$ cat config.mk
export PLATFORM = sky130hd
export DESIGN_NAME = sensor_quorum_averager_top
export DESIGN_NICKNAME = d
export VERILOG_FILES = /design/src/rtl/core/sqa_pkg.sv /design/src/rtl/core/sensor_quorum_averager_top.sv /design/src/rtl/core/sqa_ctrl.sv /design/src/rtl/core/sqa_datapath.sv
export SDC_FILE = /design/constraint.sdc
export NUM_CORES = 1
export LEC_CHECK = 0
export ABC_CLOCK_PERIOD_IN_PS = 8400
export BUFFER_PORTS_ARGS = -buffer_cell sky130_fd_sc_hd__buf_2
export CORE_MARGIN = 2
export CORE_UTILIZATION = 35
export CTS_BUF_LIST = sky130_fd_sc_hd__clkbuf_4
export CTS_CLUSTER_SIZE = 16
export DETAILED_ROUTE_END_ITERATION = 6
export HOLD_SLACK_MARGIN = 0.05
export PLACE_DENSITY = 0.51
export SYNTH_ARGS = -nofsm -noshare
export SYNTH_HDL_FRONTEND = slang
export SYNTH_SLANG_ARGS = --single-unit
$ cat constraint.sdc
create_clock -name clk -period 8.4 [get_ports clk]
set_clock_uncertainty 0.2 [all_clocks]
set_input_delay 1.26 -clock clk [delete_from_list [all_inputs] [get_ports clk]]
set_output_delay 1.26 -clock clk [all_outputs]
set_load 0.1 [all_outputs]
$ cat src/rtl/core/sqa_pkg.sv
// sqa_pkg: shared constants, codes and control types of the sensor quorum averager
// used by sqa_ctrl, sqa_datapath and sensor_quorum_averager_top
package sqa_pkg;

  localparam int NODE_COUNT = 8;
  localparam int SLOT_W     = (NODE_COUNT > 1) ? $clog2(NODE_COUNT) : 1;
  localparam int SUM_W      = 32 + SLOT_W;
  localparam int DIV_W      = SUM_W + (SUM_W % 2);
  localparam int DIV_STEPS  = DIV_W / 2;
  localparam int CNT_W      = $clog2(DIV_STEPS + 1);

  localparam logic [1:0] CMD_READING = 2'd0;
  localparam logic [1:0] CMD_ROUND   = 2'd1;
  localparam logic [1:0] CMD_LEADER  = 2'd2;

  localparam logic [1:0] REG_OWN_ID  = 2'd0;
  localparam logic [1:0] REG_WINDOW  = 2'd1;
  localparam logic [1:0] REG_QUORUM  = 2'd2;

  localparam logic [3:0] OWN_ID_RESET = 4'd1;
  localparam logic [7:0] WINDOW_RESET = 8'd15;
  localparam logic [3:0] QUORUM_RESET = 4'd3;

  typedef struct packed {
    logic              accept;
    logic              round;
    logic              scan;
    logic [SLOT_W-1:0] idx;
    logic              div_init;
    logic              div_step;
    logic              finish;
  } sqa_cmd_t;

  typedef struct packed {
    logic is_leader;
  } sqa_stat_t;

endpackage

$ cat src/rtl/core/sensor_quorum_averager_top.sv
// sensor_quorum_averager_top: top level joining sqa_ctrl and sqa_datapath
// depends on sqa_pkg, sqa_ctrl, sqa_datapath
//
// A reading or a leader select is taken and busy stays low, so such items
// may follow each other every cycle. A round while leader raises busy through
// the slot scan (ST_SCAN), one slot a cycle, the division (ST_DIV) and the
// result state (ST_EMIT); done is high in ST_EMIT with the result on the
// ports. done is high for that single cycle only and the receiver cannot
// stall it. A round while not leader produces no result and leaves busy low.
module sensor_quorum_averager_top
  import sqa_pkg::*;
(
  input  logic        clk,
  input  logic        rst,
  input  logic        start,
  output logic        busy,
  input  logic [1:0]  command,
  input  logic [7:0]  node_id,
  input  logic [31:0] reading_mc,
  input  logic        auth_ok,
  input  logic [31:0] now_seconds,
  input  logic        cfg_write,
  input  logic [1:0]  cfg_index,
  input  logic [7:0]  cfg_data,
  output logic        done,
  output logic [31:0] round_number,
  output logic [31:0] round_time,
  output logic [31:0] mean_milli_c,
  output logic [7:0]  fresh_mask,
  output logic [3:0]  fresh_count,
  output logic        quorum_met
);

  sqa_cmd_t  cmd;
  sqa_stat_t stat;

  sqa_ctrl u_ctrl (
    .clk     (clk),
    .rst     (rst),
    .start   (start),
    .command (command),
    .stat    (stat),
    .cmd     (cmd),
    .busy    (busy),
    .done    (done)
  );

  sqa_datapath u_datapath (
    .clk          (clk),
    .rst          (rst),
    .cmd          (cmd),
    .stat         (stat),
    .cfg_write    (cfg_write),
    .cfg_index    (cfg_index),
    .cfg_data     (cfg_data),
    .command      (command),
    .node_id      (node_id),
    .reading_mc   (reading_mc),
    .auth_ok      (auth_ok),
    .now_seconds  (now_seconds),
    .round_number (round_number),
    .round_time   (round_time),
    .mean_milli_c (mean_milli_c),
    .fresh_mask   (fresh_mask),
    .fresh_count  (fresh_count),
    .quorum_met   (quorum_met)
  );

endmodule

$ cat src/rtl/core/sqa_ctrl.sv
// sqa_ctrl: sequencer for accept, slot scan, mean division and result strobe
// depends on sqa_pkg
module sqa_ctrl
  import sqa_pkg::*;
(
  input  logic       clk,
  input  logic       rst,
  input  logic       start,
  input  logic [1:0] command,
  input  sqa_stat_t  stat,
  output sqa_cmd_t   cmd,
  output logic       busy,
  output logic       done
);

  typedef enum logic [3:0] {
    ST_IDLE = 4'b0001,
    ST_SCAN = 4'b0010,
    ST_DIV  = 4'b0100,
    ST_EMIT = 4'b1000
  } state_t;

  localparam logic [CNT_W-1:0] SCAN_LAST = CNT_W'(NODE_COUNT - 1);
  localparam logic [CNT_W-1:0] DIV_LAST  = CNT_W'(DIV_STEPS);

  state_t           state, state_next;
  logic [CNT_W-1:0] cnt, cnt_next;
  logic             accept;
  logic             round_go;

  assign busy     = (state != ST_IDLE);
  assign done     = (state == ST_EMIT);
  assign accept   = start && !busy;
  assign round_go = accept && (command == CMD_ROUND) && stat.is_leader;

  always_comb begin
    state_next = state;
    cnt_next   = cnt;
    cmd        = '0;
    cmd.accept = accept;
    cmd.round  = round_go;
    cmd.idx    = cnt[SLOT_W-1:0];
    case (state)
      ST_IDLE: begin
        cnt_next = '0;
        if (round_go) begin
          state_next = ST_SCAN;
        end
      end
      ST_SCAN: begin
        cmd.scan = 1'b1;
        if (cnt == SCAN_LAST) begin
          cnt_next   = '0;
          state_next = ST_DIV;
        end else begin
          cnt_next = cnt + 1'b1;
        end
      end
      ST_DIV: begin
        if (cnt == '0) begin
          cmd.div_init = 1'b1;
        end else begin
          cmd.div_step = 1'b1;
        end
        if (cnt == DIV_LAST) begin
          cmd.finish = 1'b1;
          cnt_next   = '0;
          state_next = ST_EMIT;
        end else begin
          cnt_next = cnt + 1'b1;
        end
      end
      ST_EMIT: begin
        state_next = ST_IDLE;
      end
      default: begin
        state_next = ST_IDLE;
        cnt_next   = '0;
      end
    endcase
  end

  always_ff @(posedge clk) begin
    if (rst) begin
      state <= ST_IDLE;
      cnt   <= '0;
    end else begin
      state <= state_next;
      cnt   <= cnt_next;
    end
  end

  a_round_starts: assert property (@(posedge clk) disable iff (rst)
    round_go |=> (state == ST_SCAN) && (cnt == '0))
    else $error("accepted round did not start the scan");

  a_done_single: assert property (@(posedge clk) disable iff (rst)
    done |=> !done && !busy)
    else $error("result strobe longer than one cycle");

  a_scan_to_div: assert property (@(posedge clk) disable iff (rst)
    (state == ST_SCAN) && (cnt == SCAN_LAST) |=> (state == ST_DIV) && cmd.div_init)
    else $error("scan did not hand over to division");

endmodule

$ cat src/rtl/core/sqa_datapath.sv
// sqa_datapath: config registers, node slot table, fresh-slot accumulator and
// two-bit-per-cycle divider for the mean; depends on sqa_pkg
module sqa_datapath
  import sqa_pkg::*;
(
  input  logic        clk,
  input  logic        rst,
  input  sqa_cmd_t    cmd,
  output sqa_stat_t   stat,
  input  logic        cfg_write,
  input  logic [1:0]  cfg_index,
  input  logic [7:0]  cfg_data,
  input  logic [1:0]  command,
  input  logic [7:0]  node_id,
  input  logic [31:0] reading_mc,
  input  logic        auth_ok,
  input  logic [31:0] now_seconds,
  output logic [31:0] round_number,
  output logic [31:0] round_time,
  output logic [31:0] mean_milli_c,
  output logic [7:0]  fresh_mask,
  output logic [3:0]  fresh_count,
  output logic        quorum_met
);

  logic [3:0]  own_id;
  logic [7:0]  window;
  logic [3:0]  quorum;
  logic        is_leader;
  logic [31:0] round_counter;

  logic [NODE_COUNT-1:0] slot_valid;
  logic [31:0]           slot_reading [NODE_COUNT];
  logic [31:0]           slot_seen    [NODE_COUNT];

  logic [31:0]      now_q;
  logic [SUM_W-1:0] sum;
  logic [3:0]       count;
  logic [7:0]       mask;

  logic [DIV_W-1:0] quo, quo_next;
  logic [3:0]       rem, rem_next;
  logic             neg;

  logic              rd_write, own_write;
  logic [SLOT_W-1:0] rd_idx, own_idx;
  logic [31:0]       age;
  logic              fresh;
  logic [SUM_W-1:0]  mag;
  logic [DIV_W-1:0]  signed_q;
  logic [4:0]        sh;

  assign stat.is_leader = is_leader;

  assign rd_write  = cmd.accept && (command == CMD_READING) && auth_ok && (node_id != 8'd0)
                     && ({24'd0, node_id} <= 32'(NODE_COUNT));
  assign rd_idx    = SLOT_W'(node_id - 8'd1);
  assign own_write = cmd.round && (own_id != 4'd0) && ({28'd0, own_id} <= 32'(NODE_COUNT));
  assign own_idx   = SLOT_W'(own_id - 4'd1);

  assign age   = now_q - slot_seen[cmd.idx];
  assign fresh = slot_valid[cmd.idx] && (age < {24'd0, window});
  assign mag   = sum[SUM_W-1] ? (~sum + 1'b1) : sum;

  // restoring division, two quotient bits per cycle
  always_comb begin
    quo_next = quo;
    rem_next = rem;
    sh       = '0;
    for (int k = 0; k < 2; k++) begin
      sh       = {rem_next, quo_next[DIV_W-1]};
      quo_next = {quo_next[DIV_W-2:0], 1'b0};
      if (sh >= {1'b0, count}) begin
        rem_next    = 4'(sh - {1'b0, count});
        quo_next[0] = 1'b1;
      end else begin
        rem_next = sh[3:0];
      end
    end
  end

  always_ff @(posedge clk) begin
    if (rst) begin
      own_id        <= OWN_ID_RESET;
      window        <= WINDOW_RESET;
      quorum        <= QUORUM_RESET;
      is_leader     <= 1'b0;
      round_counter <= '0;
      slot_valid    <= '0;
    end else begin
      if (cfg_write) begin
        case (cfg_index)
          REG_OWN_ID: own_id <= cfg_data[3:0];
          REG_WINDOW: window <= cfg_data;
          REG_QUORUM: quorum <= cfg_data[3:0];
          default: ;
        endcase
      end
      if (cmd.accept && (command == CMD_LEADER)) begin
        is_leader <= (node_id == {4'd0, own_id});
      end
      if (rd_write) begin
        slot_valid[rd_idx] <= 1'b1;
      end
      if (own_write) begin
        slot_valid[own_idx] <= 1'b1;
      end
      if (cmd.finish) begin
        round_counter <= round_counter + 32'd1;
      end
    end
  end

  always_ff @(posedge clk) begin
    if (rd_write) begin
      slot_reading[rd_idx] <= reading_mc;
      slot_seen[rd_idx]    <= now_seconds;
    end
    if (own_write) begin
      slot_reading[own_idx] <= reading_mc;
      slot_seen[own_idx]    <= now_seconds;
    end
    if (cmd.round) begin
      now_q <= now_seconds;
      sum   <= '0;
      count <= '0;
      mask  <= '0;
    end
    if (cmd.scan && fresh) begin
      sum           <= sum + SUM_W'(signed'(slot_reading[cmd.idx]));
      count         <= count + 4'd1;
      mask[cmd.idx] <= 1'b1;
    end
    if (cmd.div_init) begin
      quo <= DIV_W'(mag);
      rem <= '0;
      neg <= sum[SUM_W-1];
    end
    if (cmd.div_step) begin
      quo <= quo_next;
      rem <= rem_next;
    end
  end

  assign signed_q     = neg ? (~quo + 1'b1) : quo;
  assign mean_milli_c = (count == 4'd0) ? 32'd0 : signed_q[31:0];
  assign round_number = round_counter;
  assign round_time   = now_q;
  assign fresh_mask   = mask;
  assign fresh_count  = count;
  assign quorum_met   = (count >= quorum);

  a_count_bound: assert property (@(posedge clk) disable iff (rst)
    cmd.finish |-> ({28'd0, count} <= 32'(NODE_COUNT)) && ($countones(mask) == count))
    else $error("fresh count and mask disagree");

  a_round_step: assert property (@(posedge clk) disable iff (rst)
    cmd.finish |=> round_counter == $past(round_counter) + 32'd1)
    else $error("round counter not advanced");

  a_rem_bound: assert property (@(posedge clk) disable iff (rst)
    cmd.div_step && (count != 4'd0) |=> rem < count)
    else $error("divider remainder out of range");

endmodule
==> qor.txt, run 1 <==
Post-Place Cells: 3,648
DP HPWL: 54,690 µm
initial antenna violation count: 17
via count: 20,550
Metal-1 WL: 38,700 µm
CP most frequent cell: nand4_1
uppermost layer routed: met5
Rel. slew slack: 0.2679
async set-reset flop share out of synthesis: 0
CTS sink count: 701
DR WL met3: 4988 µm
#FFs+latches synth: 701
vias per std cell: 5.162
Syn Area/Cell: 14.34 µm²
Max VDD drop: 0.1195 mV
Pleak: 12.95 nW
Layout Area Growth over Synthesis: 14.94%
predominant post-synthesis flop cell: edfxtp_1
vias in the first global route: 20,880
Net Count, Synth: 2,461
footprint of the multi-input gates: 11,760 µm²
hold path depth: 2
power density over the cells: 183.2 nW/µm²
Period minus WS final: 7254 ps
Setup TNS: 0 ps
worst-margin pin slew: 1098 ps
# setup viols final: 0
Placeable Area: 91,940 µm²
number of synthesized flops with an enable pin: 624
Hold Buf Count CTS: 0
crit path kind: reg -> reg
CP required: 8820 ps
Initial Utilization: 0.3544
Crit Path Max Fanout: 40
cell count after synthesis: 2,272
Max Cap Viol: 0
Seq. cell area: 20,290 µm²
RSZ-0062 raised after global routing: false
Ports: 200
warnings from Yosys: 0
Die Wd: 309.1 µm
total die area: 95,560 µm²
TritonCTS Buffers: 187
Buf+Inv Stages, Crit Path: 2
clock buffer depth: 3
first-pass GRT wire length: 125,100 µm
DRT Wirelength: 82,870 µm
max-slew violations: 0
# fillers: 8,642
slowest cell delay on critical path: 620 ps
post-synthesis sequential area ratio: 0.6223
die span in y: 309.1 µm
crit-path leading delay family: simple AND/OR/NAND/NOR gates
layout cell share with drive strength beyond 1: 0.2676
hold path start: u_datapath.fresh_mask[7]
f_max: 137.9 MHz
Post-CTS Setup Bufs: 0
CTS root buf: clkbuf_4
post-CTS sizing: 0
Tot Pwr: 6.863 mW
clk slew on worst S/H paths: 60 ps
routed wl met2: 37,420 µm
CTS tree: yes
final cell count without fillers: 3,982
antenna-violating nets left: 0
DRT iter0 DRCs: 1,622
# port buffers: 199
largest net degree at the start of global routing: 65
CP Launch Type: register
Hold Path Class: reg -> reg
Setup crit end kind: register
Yosys cell types: 80
final hold vios: 0
Placer Congestion: 0.8630
GRT overflow: 0
CP Depth: 21
fin crit share: 0.8636
Critical Path AT: 7670 ps
Nets: 2,783
mapped cell area: 32,590 µm²
outcome: complete, no violations
aggregate global-route resource usage: 0.1740
worst skew pair latency: 1070 ps
slowest CP cell: dfxtp_4
drt wl/cell: 20.81 µm
Cell Rows: 111
reg2reg path depth: 21
CTS HTree Levels: 4
DRC violations left: 0
CP cell instances: mux4_2 > mux2_2 > ha_1 > fa_1 > nor2b_1 > o2111ai_1 > nand3b_1 > xor2_1 > ha_1 > nand3_1 > o2111a_1 > nand4_1 > nor4_1 > nand4_1 > or4_1 > or4_1 > nor4b_2 > nand4_1 > buf_4 > o21ai_4 > buf_4
drt pass-1 iters: 7
==> power by group <==
| part | switching [mW] | internal [mW] |
|---|---|---|
| Combinational | 0.0631 | 0.0276 |
| Clock | 1.41 | 1.57 |
| Sequential | 0.00251 | 3.78 |
| Total | 1.48 | 5.38 |
==> stage by stage <==
step	hold slack (ps)	utilization	area, µm²	setup WS, ps
after floorplan	224.4	-	32590	711.5
after global placement	234.1	0.3812	35040	1254
after detailed placement	242.5	0.3812	35040	1211
after CTS	110.3	0.4072	37440	1089
after global routing	169.6	0.4072	37440	756.0
final	255.1	0.4074	37460	1146
==> logic make-up after synthesis <==
| family | share of synthesized area |
|---|---|
| flip-flops | 0.6223 |
| AND/OR/NAND/NOR | 0.09261 |
| AO/OA/AOI/OAI | 0.07196 |
| multiplexers | 0.1160 |
| buffers and inverters | 0.01855 |
| XOR/XNOR | 0.03924 |
| adder cells (fa/ha/maj) | 0.03932 |
==> final cells by class <==
type	instances	area share
Sequential cell	701	0.5417
Multi-Input combinational cell	1412	0.3140
Clock buffer	269	0.05392
Tap cell	1243	0.04152
Timing Repair Buffer	223	0.03140
Clock inverter	58	0.01002
Inverter	69	0.006915
Antenna cell	7	0.0004677
==> registers in the layout, indices dropped and copies added (netlist names), 5 cells and up, named ones only <==
name                     cells
u_ctrl.cnt                   5
u_datapath.fresh_mask        8
u_datapath.quo              36
u_datapath.round_number     32
u_datapath.round_time       32
u_datapath.slot_reading    256
u_datapath.slot_seen       256
u_datapath.slot_valid        8
u_datapath.sum              35
u_datapath.window            8
==> synthesized netlist by cell type (17+ instances only) <==
master / n / area share
a21o_1: 19 / 0.0044
a21oi_1: 76 / 0.012
buf_1: 18 / 0.0021
clkbuf_1: 66 / 0.0076
dfxtp_1: 77 / 0.047
edfxtp_1: 624 / 0.58
ha_1: 96 / 0.037
inv_1: 69 / 0.0079
mux2_2: 34 / 0.012
mux2i_1: 48 / 0.015
mux4_2: 129 / 0.089
nand2_1: 143 / 0.016
nand2b_1: 24 / 0.0046
nand3_1: 25 / 0.0038
nand4_1: 37 / 0.0071
nor2_1: 159 / 0.018
nor2b_1: 20 / 0.0038
nor3_1: 61 / 0.0094
o21ai_0: 102 / 0.016
o31ai_1: 23 / 0.0053
or3_1: 17 / 0.0033
or4_1: 19 / 0.0044
xnor2_1: 44 / 0.012
xor2_1: 102 / 0.027
==> worst reg2reg max path, cell delays in order, from the launching register on <==
cell and delay (ps):
dfxtp_4 620, mux4_2 580, mux2_2 280, ha_1 210, fa_1 410, nor2b_1 230, o2111ai_1 160, nand3b_1 140
xor2_1 210, ha_1 290, nand3_1 130, o2111a_1 190, nand4_1 100, nor4_1 310, nand4_1 150, or4_1 480
or4_1 520, nor4b_2 420, nand4_1 210, buf_4 340, o21ai_4 170, buf_4 450
==> routing by layer <==
layer / GRT usage / vias up
li1: - / 9629
met1: 0.2418 / 10200
met2: 0.2665 / 584
met3: 0.04186 / 137
met4: 0.06017 / 8
met5: 0 / -
==> final timing paths <==
kind | end | slack (ps)
setup / recovery | u_datapath.sum[28] | 1150
hold reg to reg | u_datapath.fresh_mask[7] | 260
hold / removal | u_datapath.fresh_mask[7] | 260
setup reg to reg | u_datapath.sum[28] | 1150
==> layout by cell type, fill, tap and decap left out, drive strengths merged, types with 6 or more instances in the layout <==
master / synthesis / final
a21oi: 76 / 76
nand4: 37 / 37
mux2: 35 / 35
inv: 69 / 73
or4: 20 / 20
nor2: 159 / 159
o31ai: 23 / 23
nor3: 61 / 61
mux2i: 48 / 48
a21o: 19 / 19
diode: 0 / 7
ha: 96 / 96
xnor2: 44 / 44
a211oi: 10 / 10
a21boi: 6 / 6
nor4: 21 / 21
buf: 24 / 223
clkinvlp: 0 / 6
clkinv: 0 / 45
o21bai: 15 / 15
dfxtp: 77 / 77
and2: 8 / 8
nor2b: 20 / 20
nor4b: 8 / 8
and3: 13 / 13
nand2: 143 / 143
mux4: 129 / 129
edfxtp: 624 / 624
or3: 17 / 17
clkbuf: 66 / 269
o21a: 15 / 15
o211ai: 10 / 10
a31oi: 11 / 11
o41ai: 15 / 15
xor2: 102 / 102
nand2b: 24 / 24
or2: 10 / 10
nand3: 25 / 25
o21ai: 110 / 110
No activity file was read; power rests on OpenSTA's default activity.
==> run 2, diff against run 1 <==
--- a/config.mk
+++ b/config.mk
@@ -7,7 +7,7 @@
 export LEC_CHECK = 0
 export ABC_CLOCK_PERIOD_IN_PS = 8400
 export BUFFER_PORTS_ARGS = -buffer_cell sky130_fd_sc_hd__buf_2
-export CORE_MARGIN = 2
+export CORE_MARGIN = 10
 export CORE_UTILIZATION = 35
 export CTS_BUF_LIST = sky130_fd_sc_hd__clkbuf_4
 export CTS_CLUSTER_SIZE = 16
==> qor.txt, run 2 (synthesis gave the netlist of run 1 again) <==
outcome: complete, no violations
vias in the first global route: 21,230 (+1.7%)
sequential power share: 0.556 (+0.004)
CTS root buf: clkbuf_4
clk slew on worst S/H paths: 60 ps (about the same)
most common cell after layout, fill and taps aside: edfxtp_1
power density over the cells: 182.1 nW/µm² (-0.59%)
most frequent cells in the layout: 624 x edfxtp_1, 261 x clkbuf_4, 199 x buf_2
final hold vios: 0 (unchanged)
final cell count without fillers: 3,974 (-0.20%)
Max VDD drop: 0.1294 mV (+8.2%)
Seq. cell area: 20,290 µm² (unchanged)
aggregate global-route resource usage: 0.1574 (-0.01661)
TritonCTS Buffers: 185 (-1.1%)
RSZ-0062 raised after global routing: false
Critical Path AT: 7840 ps (+170 ps)
footprint of the multi-input gates: 11,760 µm² (unchanged)
drt wl/cell: 21.30 µm (+2.3%)
post-CTS sizing: 0 (unchanged)
Ports: 200 (unchanged)
Rel. slew slack: 0.2515 (-0.01647)
DRT iter0 DRCs: 1,264 (-22%)
worst-margin pin slew: 1123 ps (+24.70 ps)
vias per std cell: 5.172 (+0.19%)
crit path kind: reg -> reg
# port buffers: 199 (unchanged)
switching share of power: 0.2158 (about the same)
CP Launch Type: register
met3 GRT Util: 0.04499 (+0.003127)
Period minus WS final: 7414 ps (+159.8 ps)
Setup crit end kind: register
via count: 20,550 (-0.0097%)
Hold Buf Count CTS: 0 (unchanged)
Setup TNS: 0 ps (unchanged)
Initial Utilization: 0.3539 (-0.0005346)
Die Wd: 325.1 µm (+5.2%)
max-slew violations: 0 (unchanged)
# setup viols final: 0 (unchanged)
Placeable Area: 92,080 µm² (+0.15%)
f_max: 134.9 MHz (-2.2%)
worst skew pair latency: 1060 ps (about the same)
Placed Area: 35,060 µm² (about the same)
CTS tree: yes
CP required: 8830 ps (about the same)
logic gate share of total power: 0.014 (about the same)
met1 GRT Util: 0.2112 (-0.03058)
die span in y: 325.1 µm (+5.2%)
DP HPWL: 56,420 µm (+3.2%)
drt pass-1 iters: 5 (-2)
met2 GRT Util: 0.2403 (-0.02620)
gr busiest metal: met2
Nets: 2,783 (unchanged)
antenna-violating nets left: 0 (unchanged)
Pleak: 12.91 nW (-0.29%)
Max Cap Viol: 0 (unchanged)
Crit Path Max Fanout: 40 (unchanged)
Post-CTS Setup Bufs: 0 (unchanged)
Cell Rows: 111 (unchanged)
DRT Wirelength: 84,640 µm (+2.1%)
layout cell share with drive strength beyond 1: 0.2631 (-0.004450)
CTS HTree Levels: 4 (unchanged)
Clk pwr share: 0.430 (-0.005)
Top Registers: u_datapath.slot_reading (256), u_datapath.slot_seen (256), u_datapath.quo (36)
initial antenna violation count: 19 (+2)
Layout Area Growth over Synthesis: 14.74%
Hold Path Class: reg -> reg
CTS sink count: 701 (unchanged)
Post-Place Cells: 3,650 (+0.055%)
Tot Pwr: 6.810 mW (-0.77%)
first-pass GRT wire length: 128,500 µm (+2.7%)
P_sw: 1.470 mW (-0.72%)
Placer Congestion: 0.8903 (+3.2%)
fin crit share: 0.8826 (+0.01902)
fin area: 37,390 µm² (-0.18%)
DRC violations left: 0 (unchanged)
GRT overflow: 0 (unchanged)
clock buffer depth: 3 (unchanged)
largest net degree at the start of global routing: 65 (unchanged)
# fillers: 8,571 (-0.82%)
total die area: 105,700 µm² (+11%)
Internal: 5.340 mW (-0.78%)
-- run 2: cell count changes in the layout (fill, tap and decap cells not counted) --
cell / previous run / this run
clkinvlp_4: 6 / 2
clkinv_2: 15 / 7
inv_1: 69 / 68
clkinv_4: 2 / 3
clkinv_8: 1 / 0
inv_2: 1 / 2
inv_8: 0 / 1
diode_2: 7 / 6
clkinv_1: 27 / 35
clkbuf_4: 269 / 261
inv_6: 3 / 5
buf_4: 24 / 26
-- run 2: path summary, 6_finish.rpt --
kind                                                from                  endpoint  slack [ps]  cells past startpoint
worst max-delay path                            register        u_datapath.sum[21]         990                     21
worst min-delay path            u_datapath.fresh_mask[6]  u_datapath.fresh_mask[6]         240                      2
worst max register to register                  register        u_datapath.sum[21]         990                     21
worst min register to register  u_datapath.fresh_mask[6]  u_datapath.fresh_mask[6]         240                      2
-- run 2: worst max-delay path, cell delays in order (launching register included) --
cell,delay (ps)
dfxtp_4,770
mux4_2,580
mux2_2,280
ha_1,210
fa_1,410
nor2b_1,240
o2111ai_1,180
nand3b_1,140
xor2_1,220
ha_1,290
nand3_1,120
o2111a_1,200
nand4_1,110
nor4_1,300
nand4_1,140
or4_1,480
or4_1,540
nor4b_2,360
nand4_1,190
buf_4,340
o21ai_4,170
buf_4,450
-- run 2: cell type report --
| cell class | instances | area share |
|---|---|---|
| Sequential cell | 701 | 0.5427 |
| Multi-Input combinational cell | 1412 | 0.3146 |
| Clock buffer | 261 | 0.05240 |
| Tap cell | 1243 | 0.04160 |
| Timing Repair Buffer | 225 | 0.03186 |
| Clock inverter | 57 | 0.009537 |
| Inverter | 69 | 0.006927 |
| Antenna cell | 6 | 0.0004016 |
-- run 2: metrics by stage --
stage / util / hold WS, ps / worst slack, ps
after floorplan: - / 224.4 / 711.5
after CTS: 0.4059 / 117.2 / 922.9
after global routing: 0.4059 / 152.2 / 550.4
after detailed placement: 0.3807 / 233.6 / 1043
final: 0.4061 / 236.9 / 986.2
after global placement: 0.3807 / 228.5 / 1107
-- run 2: power groups by stage --
| stage | logic [mW] | clock network [mW] | registers, mW |
|---|---|---|---|
| floorplan | 0.0246 | 0 | 3.86 |
| global placement | 0.0860 | 0 | 3.86 |
| detailed placement | 0.0921 | 0 | 3.86 |
| CTS | 0.0924 | 3.04 | 3.79 |
| global route | 0.102 | 3.22 | 3.78 |
| finish | 0.0922 | 2.93 | 3.79 |
-- run 2: routing by layer --
metal,vias to the layer above,wire [µm]
li1,9631,-
met1,10160,38790
met2,615,38090
met3,137,5798
met4,14,1880
met5,-,89
